--- config.mk ---
export PLATFORM = sky130hd
export DESIGN_NAME = feeder_jam_recovery_fsm_flat
export DESIGN_NICKNAME = d
export VERILOG_FILES = /design/src/hw/rtl/fjr_pkg.sv /design/src/hw/rtl/fjr_if.sv /design/src/hw/rtl/feeder_jam_recovery_fsm.sv /design/src/flat_wrapper.sv
export SDC_FILE = /design/constraint.sdc
export NUM_CORES = 1
export LEC_CHECK = 0
export ABC_AREA = 1
export BUFFER_PORTS_ARGS = -buffer_cell sky130_fd_sc_hd__buf_2
export CELL_PAD_IN_SITES_DETAIL_PLACEMENT = 2
export CELL_PAD_IN_SITES_GLOBAL_PLACEMENT = 2
export CORE_MARGIN = 3
export CORE_UTILIZATION = 25
export CTS_BUF_LIST = sky130_fd_sc_hd__clkbuf_2 sky130_fd_sc_hd__clkbuf_4 sky130_fd_sc_hd__clkbuf_8
export DETAILED_ROUTE_END_ITERATION = 8
export PLACE_DENSITY = 0.69
export SLEW_MARGIN = 25
export SYNTH_ARGS = -nofsm -noshare
export SYNTH_HDL_FRONTEND = slang
export SYNTH_SLANG_ARGS = --single-unit
--- constraint.sdc ---
create_clock -name clk -period 10 [get_ports clk]
set_input_delay 1.5 -clock clk [delete_from_list [all_inputs] [get_ports clk]]
set_output_delay 1.5 -clock clk [all_outputs]
set_load 0.03 [all_outputs]
--- src/hw/rtl/fjr_pkg.sv ---
`timescale 1ns / 1ps
package fjr_pkg;

  localparam int ANGLE_FRAC_BITS = 16;
  localparam int ANGLE_SHIFT     = 32 - ANGLE_FRAC_BITS;

  // pi/9 and pi/18 scaled by 2^32, rounded to the angle format
  localparam logic [63:0] BACKOFF_Q32 = 64'd1499226412;
  localparam logic [63:0] DITHER_Q32  = 64'd749613206;
  localparam logic [31:0] BACKOFF_STEP =
    32'((BACKOFF_Q32 + (64'd1 << (ANGLE_SHIFT - 1))) >> ANGLE_SHIFT);
  localparam logic [31:0] DITHER_STEP =
    32'((DITHER_Q32 + (64'd1 << (ANGLE_SHIFT - 1))) >> ANGLE_SHIFT);

  localparam int TORQUE_W = 16;
  localparam int ANGLE_W  = 32;
  localparam int CFG_AW   = 5;
  localparam int CFG_DW   = 32;

  typedef logic signed [TORQUE_W-1:0] torque_t;
  typedef logic signed [ANGLE_W-1:0]  angle_t;

  typedef enum logic [2:0] {
    ST_NORMAL        = 3'd0,
    ST_SUSPECT       = 3'd1,
    ST_BACKOFF_SETUP = 3'd2,
    ST_BACKOFF       = 3'd3,
    ST_RECOVERY      = 3'd4,
    ST_FAULT         = 3'd5
  } jam_state_t;

  typedef enum logic [1:0] {
    MODE_NORMAL    = 2'd0,
    MODE_ANGLE     = 2'd1,
    MODE_OPEN_ZERO = 2'd2
  } drive_mode_t;

  typedef enum logic [1:0] {
    DP_MONITOR = 2'd0,
    DP_OUT     = 2'd1,
    DP_BACK    = 2'd2
  } dither_phase_t;

  typedef enum logic [2:0] {
    REG_TORQUE_THRESHOLD = 3'd0,
    REG_SUSPECT_TICKS    = 3'd1,
    REG_BACKOFF_TICKS    = 3'd2,
    REG_FAULT_HOLD_TICKS = 3'd3,
    REG_DITHER_TICKS     = 3'd4,
    REG_LOW_COUNT_LIMIT  = 3'd5,
    REG_HIGH_COUNT_LIMIT = 3'd6,
    REG_DITHER_LIMIT     = 3'd7
  } reg_index_t;

  localparam logic [14:0] RST_TORQUE_THRESHOLD = 15'd8000;
  localparam logic [15:0] RST_SUSPECT_TICKS    = 16'd500;
  localparam logic [15:0] RST_BACKOFF_TICKS    = 16'd1000;
  localparam logic [15:0] RST_FAULT_HOLD_TICKS = 16'd2000;
  localparam logic [15:0] RST_DITHER_TICKS     = 16'd100;
  localparam logic [7:0]  RST_LOW_COUNT_LIMIT  = 8'd50;
  localparam logic [7:0]  RST_HIGH_COUNT_LIMIT = 8'd200;
  localparam logic [7:0]  RST_DITHER_LIMIT     = 8'd5;

  function automatic logic [7:0] sat8_inc(input logic [7:0] v);
    return (v != 8'hFF) ? v + 8'd1 : v;
  endfunction

  function automatic logic [15:0] sat16_inc(input logic [15:0] v);
    return (v != 16'hFFFF) ? v + 16'd1 : v;
  endfunction

endpackage

--- src/hw/rtl/fjr_if.sv ---
`timescale 1ns / 1ps
interface fjr_in_if;
  logic              valid;
  logic              ready;
  fjr_pkg::torque_t  motor_torque;
  fjr_pkg::angle_t   motor_angle;

  modport source (output valid, output motor_torque, output motor_angle, input ready);
  modport sink   (input valid, input motor_torque, input motor_angle, output ready);
endinterface

interface fjr_out_if;
  logic                  valid;
  logic                  ready;
  fjr_pkg::jam_state_t   jam_state;
  fjr_pkg::drive_mode_t  drive_mode;
  fjr_pkg::angle_t       target_angle;

  modport source (output valid, output jam_state, output drive_mode, output target_angle,
                  input ready);
  modport sink   (input valid, input jam_state, input drive_mode, input target_angle,
                  output ready);
endinterface

--- src/hw/rtl/feeder_jam_recovery_fsm.sv ---
`timescale 1ns / 1ps
// Feeder jam recovery state machine.
// in_ch carries one control tick per request: motor torque and Q16.16 angle.
// out_ch returns one result per tick: jam state after the tick, drive mode
// and target angle (zero in normal drive mode).
// The cfg_ APB port holds eight 32-bit registers at byte offsets 4*i; writes
// complete in the access cycle, pready is tied high.
// Latency: the result is registered at the edge that accepts the tick and is
// valid in the next cycle. Throughput: one tick per cycle unless out_ch stalls;
// the whole state update is a single pass of compares and 32-bit adds.
// Reset (synchronous, rst_n low) sets the state machine to normal, clears all
// counters and angles, and loads the register defaults.
// When the receiver stalls, the result register holds its contents and
// in_ch.ready drops until the result is taken; a new tick is accepted in the
// same cycle the pending result leaves.
module feeder_jam_recovery_fsm (
  input  logic                       clk,
  input  logic                       rst_n,
  fjr_in_if.sink                     in_ch,
  fjr_out_if.source                  out_ch,
  input  logic                       cfg_psel,
  input  logic                       cfg_penable,
  input  logic                       cfg_pwrite,
  input  logic [fjr_pkg::CFG_AW-1:0] cfg_paddr,
  input  logic [fjr_pkg::CFG_DW-1:0] cfg_pwdata,
  output logic [fjr_pkg::CFG_DW-1:0] cfg_prdata,
  output logic                       cfg_pready
);
  import fjr_pkg::*;

  // configuration registers
  logic [14:0] torque_threshold_r;
  logic [15:0] suspect_ticks_r, backoff_ticks_r, fault_hold_ticks_r, dither_ticks_r;
  logic [7:0]  low_count_limit_r, high_count_limit_r, dither_limit_r;

  reg_index_t cfg_idx;
  logic       cfg_wr;

  assign cfg_pready = 1'b1;
  assign cfg_idx    = reg_index_t'(cfg_paddr[4:2]);
  assign cfg_wr     = cfg_psel && cfg_penable && cfg_pwrite && cfg_pready;

  always_ff @(posedge clk) begin
    if (!rst_n) begin
      torque_threshold_r <= RST_TORQUE_THRESHOLD;
      suspect_ticks_r    <= RST_SUSPECT_TICKS;
      backoff_ticks_r    <= RST_BACKOFF_TICKS;
      fault_hold_ticks_r <= RST_FAULT_HOLD_TICKS;
      dither_ticks_r     <= RST_DITHER_TICKS;
      low_count_limit_r  <= RST_LOW_COUNT_LIMIT;
      high_count_limit_r <= RST_HIGH_COUNT_LIMIT;
      dither_limit_r     <= RST_DITHER_LIMIT;
    end else if (cfg_wr) begin
      unique case (cfg_idx)
        REG_TORQUE_THRESHOLD: torque_threshold_r <= cfg_pwdata[14:0];
        REG_SUSPECT_TICKS:    suspect_ticks_r    <= cfg_pwdata[15:0];
        REG_BACKOFF_TICKS:    backoff_ticks_r    <= cfg_pwdata[15:0];
        REG_FAULT_HOLD_TICKS: fault_hold_ticks_r <= cfg_pwdata[15:0];
        REG_DITHER_TICKS:     dither_ticks_r     <= cfg_pwdata[15:0];
        REG_LOW_COUNT_LIMIT:  low_count_limit_r  <= cfg_pwdata[7:0];
        REG_HIGH_COUNT_LIMIT: high_count_limit_r <= cfg_pwdata[7:0];
        REG_DITHER_LIMIT:     dither_limit_r     <= cfg_pwdata[7:0];
        default: ;
      endcase
    end
  end

  always_comb begin
    unique case (cfg_idx)
      REG_TORQUE_THRESHOLD: cfg_prdata = {17'd0, torque_threshold_r};
      REG_SUSPECT_TICKS:    cfg_prdata = {16'd0, suspect_ticks_r};
      REG_BACKOFF_TICKS:    cfg_prdata = {16'd0, backoff_ticks_r};
      REG_FAULT_HOLD_TICKS: cfg_prdata = {16'd0, fault_hold_ticks_r};
      REG_DITHER_TICKS:     cfg_prdata = {16'd0, dither_ticks_r};
      REG_LOW_COUNT_LIMIT:  cfg_prdata = {24'd0, low_count_limit_r};
      REG_HIGH_COUNT_LIMIT: cfg_prdata = {24'd0, high_count_limit_r};
      REG_DITHER_LIMIT:     cfg_prdata = {24'd0, dither_limit_r};
      default:              cfg_prdata = '0;
    endcase
  end

  // machine state
  jam_state_t    state_r, state_nxt;
  logic [15:0]   ticks_r, ticks_nxt, ticks_inc;
  logic [31:0]   orig_angle_r, orig_angle_nxt;
  logic [31:0]   base_angle_r, base_angle_nxt;
  logic [31:0]   held_r, held_nxt;
  logic [7:0]    low_cnt_r, low_cnt_nxt, high_cnt_r, high_cnt_nxt;
  dither_phase_t phase_r, phase_nxt;
  logic [15:0]   wait_r, wait_nxt, wait_inc;
  logic [7:0]    attempts_r, attempts_nxt, attempts_inc;
  drive_mode_t   mode;

  // output register
  logic          out_valid_r;
  jam_state_t    out_state_r;
  drive_mode_t   out_mode_r;
  logic [31:0]   out_target_r;

  logic          accept;
  logic [15:0]   mag;
  logic [31:0]   angle;
  logic [19:0]   mag_x10, thr_x3;
  logic          t_low, t_high, t_ge, t_lt;

  assign in_ch.ready = !out_valid_r || out_ch.ready;
  assign accept      = in_ch.valid && in_ch.ready;

  assign mag     = in_ch.motor_torque[15] ? 16'(-in_ch.motor_torque) : in_ch.motor_torque;
  assign angle   = in_ch.motor_angle;
  assign mag_x10 = {4'd0, mag} * 20'd10;
  assign thr_x3  = {5'd0, torque_threshold_r} * 20'd3;
  assign t_low   = mag_x10 < thr_x3;
  assign t_high  = mag > {1'b0, torque_threshold_r};
  assign t_ge    = !(mag < {1'b0, torque_threshold_r});
  assign t_lt    = mag < {1'b0, torque_threshold_r};

  assign ticks_inc    = sat16_inc(ticks_r);
  assign wait_inc     = sat16_inc(wait_r);
  assign attempts_inc = sat8_inc(attempts_r);

  always_comb begin
    state_nxt      = state_r;
    ticks_nxt      = ticks_inc;
    orig_angle_nxt = orig_angle_r;
    base_angle_nxt = base_angle_r;
    held_nxt       = held_r;
    low_cnt_nxt    = low_cnt_r;
    high_cnt_nxt   = high_cnt_r;
    phase_nxt      = phase_r;
    wait_nxt       = wait_r;
    attempts_nxt   = attempts_r;
    mode           = MODE_NORMAL;

    unique case (state_r)
      ST_SUSPECT: begin
        if (ticks_inc >= suspect_ticks_r) begin
          state_nxt = ST_BACKOFF_SETUP;
          ticks_nxt = '0;
        end else if (t_lt) begin
          state_nxt = ST_NORMAL;
          ticks_nxt = '0;
        end
      end
      ST_BACKOFF_SETUP: begin
        mode           = MODE_ANGLE;
        orig_angle_nxt = angle;
        held_nxt       = angle + BACKOFF_STEP;
        state_nxt      = ST_BACKOFF;
        ticks_nxt      = '0;
      end
      ST_BACKOFF: begin
        mode = MODE_ANGLE;
        if (ticks_inc >= backoff_ticks_r) begin
          held_nxt  = orig_angle_r;
          state_nxt = ST_RECOVERY;
          ticks_nxt = '0;
        end
      end
      ST_RECOVERY: begin
        mode = MODE_ANGLE;
        unique case (phase_r)
          DP_MONITOR: begin
            if (t_low) begin
              low_cnt_nxt = sat8_inc(low_cnt_r);
              if (low_cnt_nxt > low_count_limit_r) begin
                state_nxt    = ST_NORMAL;
                ticks_nxt    = '0;
                low_cnt_nxt  = '0;
                high_cnt_nxt = '0;
                attempts_nxt = '0;
              end
            end else if (t_high) begin
              high_cnt_nxt = sat8_inc(high_cnt_r);
              if (high_cnt_nxt > high_count_limit_r) begin
                state_nxt    = ST_FAULT;
                ticks_nxt    = '0;
                low_cnt_nxt  = '0;
                high_cnt_nxt = '0;
                attempts_nxt = '0;
              end
            end else begin
              phase_nxt      = DP_OUT;
              wait_nxt       = '0;
              base_angle_nxt = angle;
              held_nxt       = angle + DITHER_STEP;
            end
          end
          DP_OUT: begin
            wait_nxt = wait_inc;
            if (wait_inc > dither_ticks_r) begin
              phase_nxt = DP_BACK;
              wait_nxt  = '0;
              held_nxt  = base_angle_r;
            end
          end
          default: begin
            // return from the dither to the base angle, then judge the torque
            wait_nxt = wait_inc;
            if (wait_inc > dither_ticks_r) begin
              if (t_low) begin
                state_nxt    = ST_NORMAL;
                ticks_nxt    = '0;
                attempts_nxt = '0;
                low_cnt_nxt  = '0;
                high_cnt_nxt = '0;
                phase_nxt    = DP_MONITOR;
              end else if (t_high) begin
                high_cnt_nxt = sat8_inc(high_cnt_r);
                if (high_cnt_nxt > high_count_limit_r) begin
                  // phase, wait and count are not cleared for the next entry
                  state_nxt = ST_FAULT;
                  ticks_nxt = '0;
                end else begin
                  phase_nxt    = DP_MONITOR;
                  attempts_nxt = '0;
                end
              end else begin
                attempts_nxt = attempts_inc;
                if (attempts_inc >= dither_limit_r) begin
                  state_nxt    = ST_FAULT;
                  ticks_nxt    = '0;
                  attempts_nxt = '0;
                  phase_nxt    = DP_MONITOR;
                end else begin
                  phase_nxt      = DP_OUT;
                  wait_nxt       = '0;
                  base_angle_nxt = angle;
                  held_nxt       = angle + DITHER_STEP;
                end
              end
            end
          end
        endcase
      end
      ST_FAULT: begin
        mode     = MODE_OPEN_ZERO;
        held_nxt = angle;
        if (ticks_inc > fault_hold_ticks_r) begin
          state_nxt = ST_NORMAL;
          ticks_nxt = '0;
        end
      end
      default: begin
        state_nxt = ST_NORMAL;
        if (t_ge) begin
          state_nxt = ST_SUSPECT;
          ticks_nxt = '0;
        end
      end
    endcase
  end

  always_ff @(posedge clk) begin
    if (!rst_n) begin
      state_r      <= ST_NORMAL;
      ticks_r      <= '0;
      orig_angle_r <= '0;
      base_angle_r <= '0;
      held_r       <= '0;
      low_cnt_r    <= '0;
      high_cnt_r   <= '0;
      phase_r      <= DP_MONITOR;
      wait_r       <= '0;
      attempts_r   <= '0;
    end else if (accept) begin
      state_r      <= state_nxt;
      ticks_r      <= ticks_nxt;
      orig_angle_r <= orig_angle_nxt;
      base_angle_r <= base_angle_nxt;
      held_r       <= held_nxt;
      low_cnt_r    <= low_cnt_nxt;
      high_cnt_r   <= high_cnt_nxt;
      phase_r      <= phase_nxt;
      wait_r       <= wait_nxt;
      attempts_r   <= attempts_nxt;
    end
  end

  always_ff @(posedge clk) begin
    if (!rst_n) begin
      out_valid_r <= 1'b0;
    end else if (accept) begin
      out_valid_r <= 1'b1;
    end else if (out_ch.ready) begin
      out_valid_r <= 1'b0;
    end
  end

  always_ff @(posedge clk) begin
    if (accept) begin
      out_state_r  <= state_nxt;
      out_mode_r   <= mode;
      out_target_r <= (mode == MODE_NORMAL) ? 32'd0 : held_nxt;
    end
  end

  assign out_ch.valid        = out_valid_r;
  assign out_ch.jam_state    = out_state_r;
  assign out_ch.drive_mode   = out_mode_r;
  assign out_ch.target_angle = out_target_r;

endmodule
--- src/flat_wrapper.sv ---
// flat-port wrapper written by rule: the top's interface ports become plain ports
module feeder_jam_recovery_fsm_flat import fjr_pkg::*;
  (clk, rst_n, cfg_psel, cfg_penable, cfg_pwrite, cfg_paddr, cfg_pwdata, cfg_prdata, cfg_pready, in_ch_valid, in_ch_motor_torque, in_ch_motor_angle, in_ch_ready, out_ch_valid, out_ch_jam_state, out_ch_drive_mode, out_ch_target_angle, out_ch_ready);
  fjr_in_if in_ch_i ();
  fjr_out_if out_ch_i ();
  input  logic clk;
  input  logic rst_n;
  input  logic cfg_psel;
  input  logic cfg_penable;
  input  logic cfg_pwrite;
  input  logic [fjr_pkg::CFG_AW-1:0] cfg_paddr;
  input  logic [fjr_pkg::CFG_DW-1:0] cfg_pwdata;
  output logic [fjr_pkg::CFG_DW-1:0] cfg_prdata;
  output logic cfg_pready;
  input wire logic [$bits(in_ch_i.valid)-1:0] in_ch_valid;
  input wire logic [$bits(in_ch_i.motor_torque)-1:0] in_ch_motor_torque;
  input wire logic [$bits(in_ch_i.motor_angle)-1:0] in_ch_motor_angle;
  output wire logic [$bits(in_ch_i.ready)-1:0] in_ch_ready;
  output wire logic [$bits(out_ch_i.valid)-1:0] out_ch_valid;
  output wire logic [$bits(out_ch_i.jam_state)-1:0] out_ch_jam_state;
  output wire logic [$bits(out_ch_i.drive_mode)-1:0] out_ch_drive_mode;
  output wire logic [$bits(out_ch_i.target_angle)-1:0] out_ch_target_angle;
  input wire logic [$bits(out_ch_i.ready)-1:0] out_ch_ready;
  assign in_ch_i.valid = in_ch_valid;
  assign in_ch_i.motor_torque = in_ch_motor_torque;
  assign in_ch_i.motor_angle = in_ch_motor_angle;
  assign in_ch_ready = in_ch_i.ready;
  assign out_ch_valid = out_ch_i.valid;
  assign out_ch_jam_state = out_ch_i.jam_state;
  assign out_ch_drive_mode = out_ch_i.drive_mode;
  assign out_ch_target_angle = out_ch_i.target_angle;
  assign out_ch_i.ready = out_ch_ready;
  feeder_jam_recovery_fsm u_core (.clk(clk), .rst_n(rst_n), .in_ch(in_ch_i), .out_ch(out_ch_i), .cfg_psel(cfg_psel), .cfg_penable(cfg_penable), .cfg_pwrite(cfg_pwrite), .cfg_paddr(cfg_paddr), .cfg_pwdata(cfg_pwdata), .cfg_prdata(cfg_prdata), .cfg_pready(cfg_pready));
endmodule
==> results.py <==
metrics = {
    "min_path": {
        "min_path_type": "reg2reg",
    },
    "worst_setup_path": {
        "cp_slowest_stage_delay_ns": 0.62,
        "critPathCaptureType": "flop",
        "worst-path-max-fanout": 23,
        "slowest_stage": "nand2_2",
        "critical_path_class": "in2reg",
        "crit_top_cell": "nand2_1",
        "startpoint_type": "input port",
        "crit_required_ns": 10.35,
        "critPathArrivalTime_ns": 8.09,
    },
    "synthesis": {
        "yosys.area.top_type": "dfxtp_1",
        "synthArstFlopShare_pct": 0,
        "synthFlopType": "dfxtp_1",
        "synth_most_common_cell": "nand2_1",
        "synth_common_cells": "nand2_1, inv_1, a21oi_1, dfxtp_1, o21ai_0",
        "netlist_area_um2": 20800,
        "ys_ff_latch": 298,
        "ys_types": 56,
        "synth_top_area_share_pct": 25.2,
        "synth_cells": 3036,
        "postSynthAreaPerCell_um2": 6.84,
        "yosys-top-cells-area": "dfxtp_1, nand2_1, ha_1, a21oi_1, inv_1",
        "ys_seq_area_share_pct": 30.5,
        "synth_edf_count": 37,
        "yosys_warnings": 0,
    },
    "clocking": {
        "cts-root-buf": "clkbuf_8",
        "htreeDepth": 3,
        "cts_tree": "done",
        "cts_hold_buf": 0,
        "cts_sinks": 298,
        "cts_resized": 0,
        "insertion_delay_ns": 0.66,
        "post_cts_buffers": 0,
        "clk_pin_slew_worst_paths_ns": 0.06,
        "max-clock-path-buffers": 3,
        "numCtsBuffers": 67,
    },
    "die": {
        "io_pins": 164,
        "die-width_um": 294,
        "die_y_um": 294,
        "rows": 105,
        "core_um2": 82100,
        "die_area_um2": 86500,
        "start_util_pct": 25.3,
    },
    "global_route": {
        "grt.overflow.total": 0,
        "grt_pass1_vias": 22600,
        "grt_max_degree": 89,
        "antenna_found_initial": 1,
        "grt_pass1_wl_um": 133000,
        "grt_usage_pct": 19.5,
    },
    "sta": {
        "max_slew_margin_pct": 33.9,
        "final.setup.tns_ns": 0,
        "finClkSkew_ns": 0.0474,
        "fin_crit_ns": 7.75,
        "setup_violations": 0,
        "finalCritPeriodShare_pct": 77.5,
        "tightest_slew_ns": 0.990,
        "drv_slew": 0,
        "hold_violations": 0,
        "rsz0062_at_grt": "false",
        "max_freq_mhz": 129,
    },
    "run": {
        "max-cap-violations": 0,
    },
    "detailed_routing": {
        "drc": 0,
        "vias": 21200,
        "dr.pass1.iters": 5,
        "routedWlPerCell_um": 19.9,
        "routed_wl_um": 84700,
        "vias_per_cell": 4.99,
        "drt_iter0_drc": 889,
        "ant_nets": 0,
    },
    "cells_and_area": {
        "drive_gt1_share_pct": 10.2,
        "final_util_pct": 28.9,
        "num-nets-final": 3398,
        "area_delta_synth_final_pct": 14.4,
    },
    "power": {
        "power_leakage_nw": 10.7,
        "p_per_area_nw_per_um2": 150,
        "vdd_drop_max_mv": 0.0848,
    },
    "run_status": {
        "status": "finished, final reports clean",
    },
    "placed_design": {
        "port_buffers": 128,
        "place_congestion": 0.787,
        "dp_hpwl_um": 61100,
    },
}
-- routing by layer --
layer | GRT usage (%) | wire length (µm)
met1 | 25.5 | 40000
met2 | 33.8 | 40400
met3 | 2.45 | 2270
met4 | 5.23 | 2000
met5 | 0 | 0
-- worst max-delay path: cells and delay by family --
| family | cells | cell delay (ns) |
|---|---|---|
| compound gates | 6 | 1.05 |
| xor+xnor | 2 | 0.58 |
| fa+ha+maj | 3 | 0.84 |
| buf+inv | 4 | 0.88 |
| simple gates | 16 | 3.22 |
-- layout make-up --
cell class	instances	area (µm²)
antenna	1	2.50
tap	1070	1340
timing repair buffer	153	835
multi-input combinational	2159	12100
clock inverter	17	141
fill	9843	58400
clock buffer	98	1220
inverter	464	1740
sequential	298	6340
-- power breakdown --
group          switching (mW)  total (mW)  internal, mW  leakage (nW)
combinational           0.589       0.815         0.226          7.47
sequential             0.0266        1.29          1.27          2.49
clock                   0.630        1.46         0.828         0.711
total                    1.25        3.57          2.32          10.7
-- metrics by stage --
step | hold slack (ns) | cell area (µm²) | power [mW] | setup WS [ns] | std cells
6_report | 0.446 | 23800 | 3.57 | 2.25 | 4260
4_1_cts | 0.448 | 23700 | 3.63 | 2.15 | 4259
3_3_place_gp | 0.430 | 22400 | 2.12 | 1.54 | 4144
2_1_floorplan | 0.421 | 20800 | 1.86 | 4.31 | 3051
5_1_grt | 0.469 | 23800 | 3.79 | 1.53 | 4260
3_5_place_dp | 0.439 | 22400 | 2.14 | 1.47 | 4144
-- layout by cell type, fill, tap and decap left out, types with 77 or more instances in the layout --
| cell | Yosys | layout |
|---|---|---|
| inv_1 | 450 | 448 |
| nand3_1 | 189 | 188 |
| nand2_1 | 573 | 573 |
| a21oi_1 | 371 | 371 |
| xor2_1 | 82 | 82 |
| dfxtp_1 | 261 | 261 |
| clkbuf_8 | 0 | 77 |
| nor2_1 | 168 | 165 |
| o21ai_0 | 215 | 215 |
| buf_2 | 14 | 127 |
| ha_1 | 161 | 161 |
-- registers in the layout, indices dropped and copies added, names as in the netlist --
register                    count
u_core.base_angle_r            32
u_core.held_r                  32
u_core.orig_angle_r            32
u_core.out_ch.target_angle     32
u_core.backoff_ticks_r         16
u_core.dither_ticks_r          16
u_core.fault_hold_ticks_r      16
u_core.suspect_ticks_r         16
u_core.ticks_r                 16
u_core.wait_r                  16
u_core.torque_threshold_r      15
u_core.attempts_r               8
u_core.dither_limit_r           8
u_core.high_cnt_r               8
u_core.high_count_limit_r       8
u_core.low_cnt_r                8
u_core.low_count_limit_r        8
u_core.out_ch.jam_state         3
u_core.state_r                  3
u_core.out_ch.drive_mode        2
u_core.phase_r                  2
u_core.out_ch.valid             1
-- logic make-up (layout without fill, tap and decap cells) --
group	count (synthesis)	in the layout	synth area share, %
fa+ha+maj	163	163	9.90
compound gates	817	817	22.0
flops	298	298	30.5
xor+xnor	98	98	4.13
other cells	2	18	0.0362
simple gates	1063	1063	22.0
mux	1	1	0.0482
buf+inv	594	732	11.4
-- worst paths after layout --
kind                           startpoint                            end  slack (ns)  depth (start not counted)
max                 in_ch_motor_torque[0]  u_core.out_ch.target_angle[7]        2.25                         31
max reg2reg  u_core.torque_threshold_r[2]  u_core.out_ch.target_angle[7]        3.30                         27
min               u_core.base_angle_r[11]        u_core.base_angle_r[11]        0.45                          2
min reg2reg       u_core.base_angle_r[11]        u_core.base_angle_r[11]        0.45                          2
(Power assumes the default switching activity.)
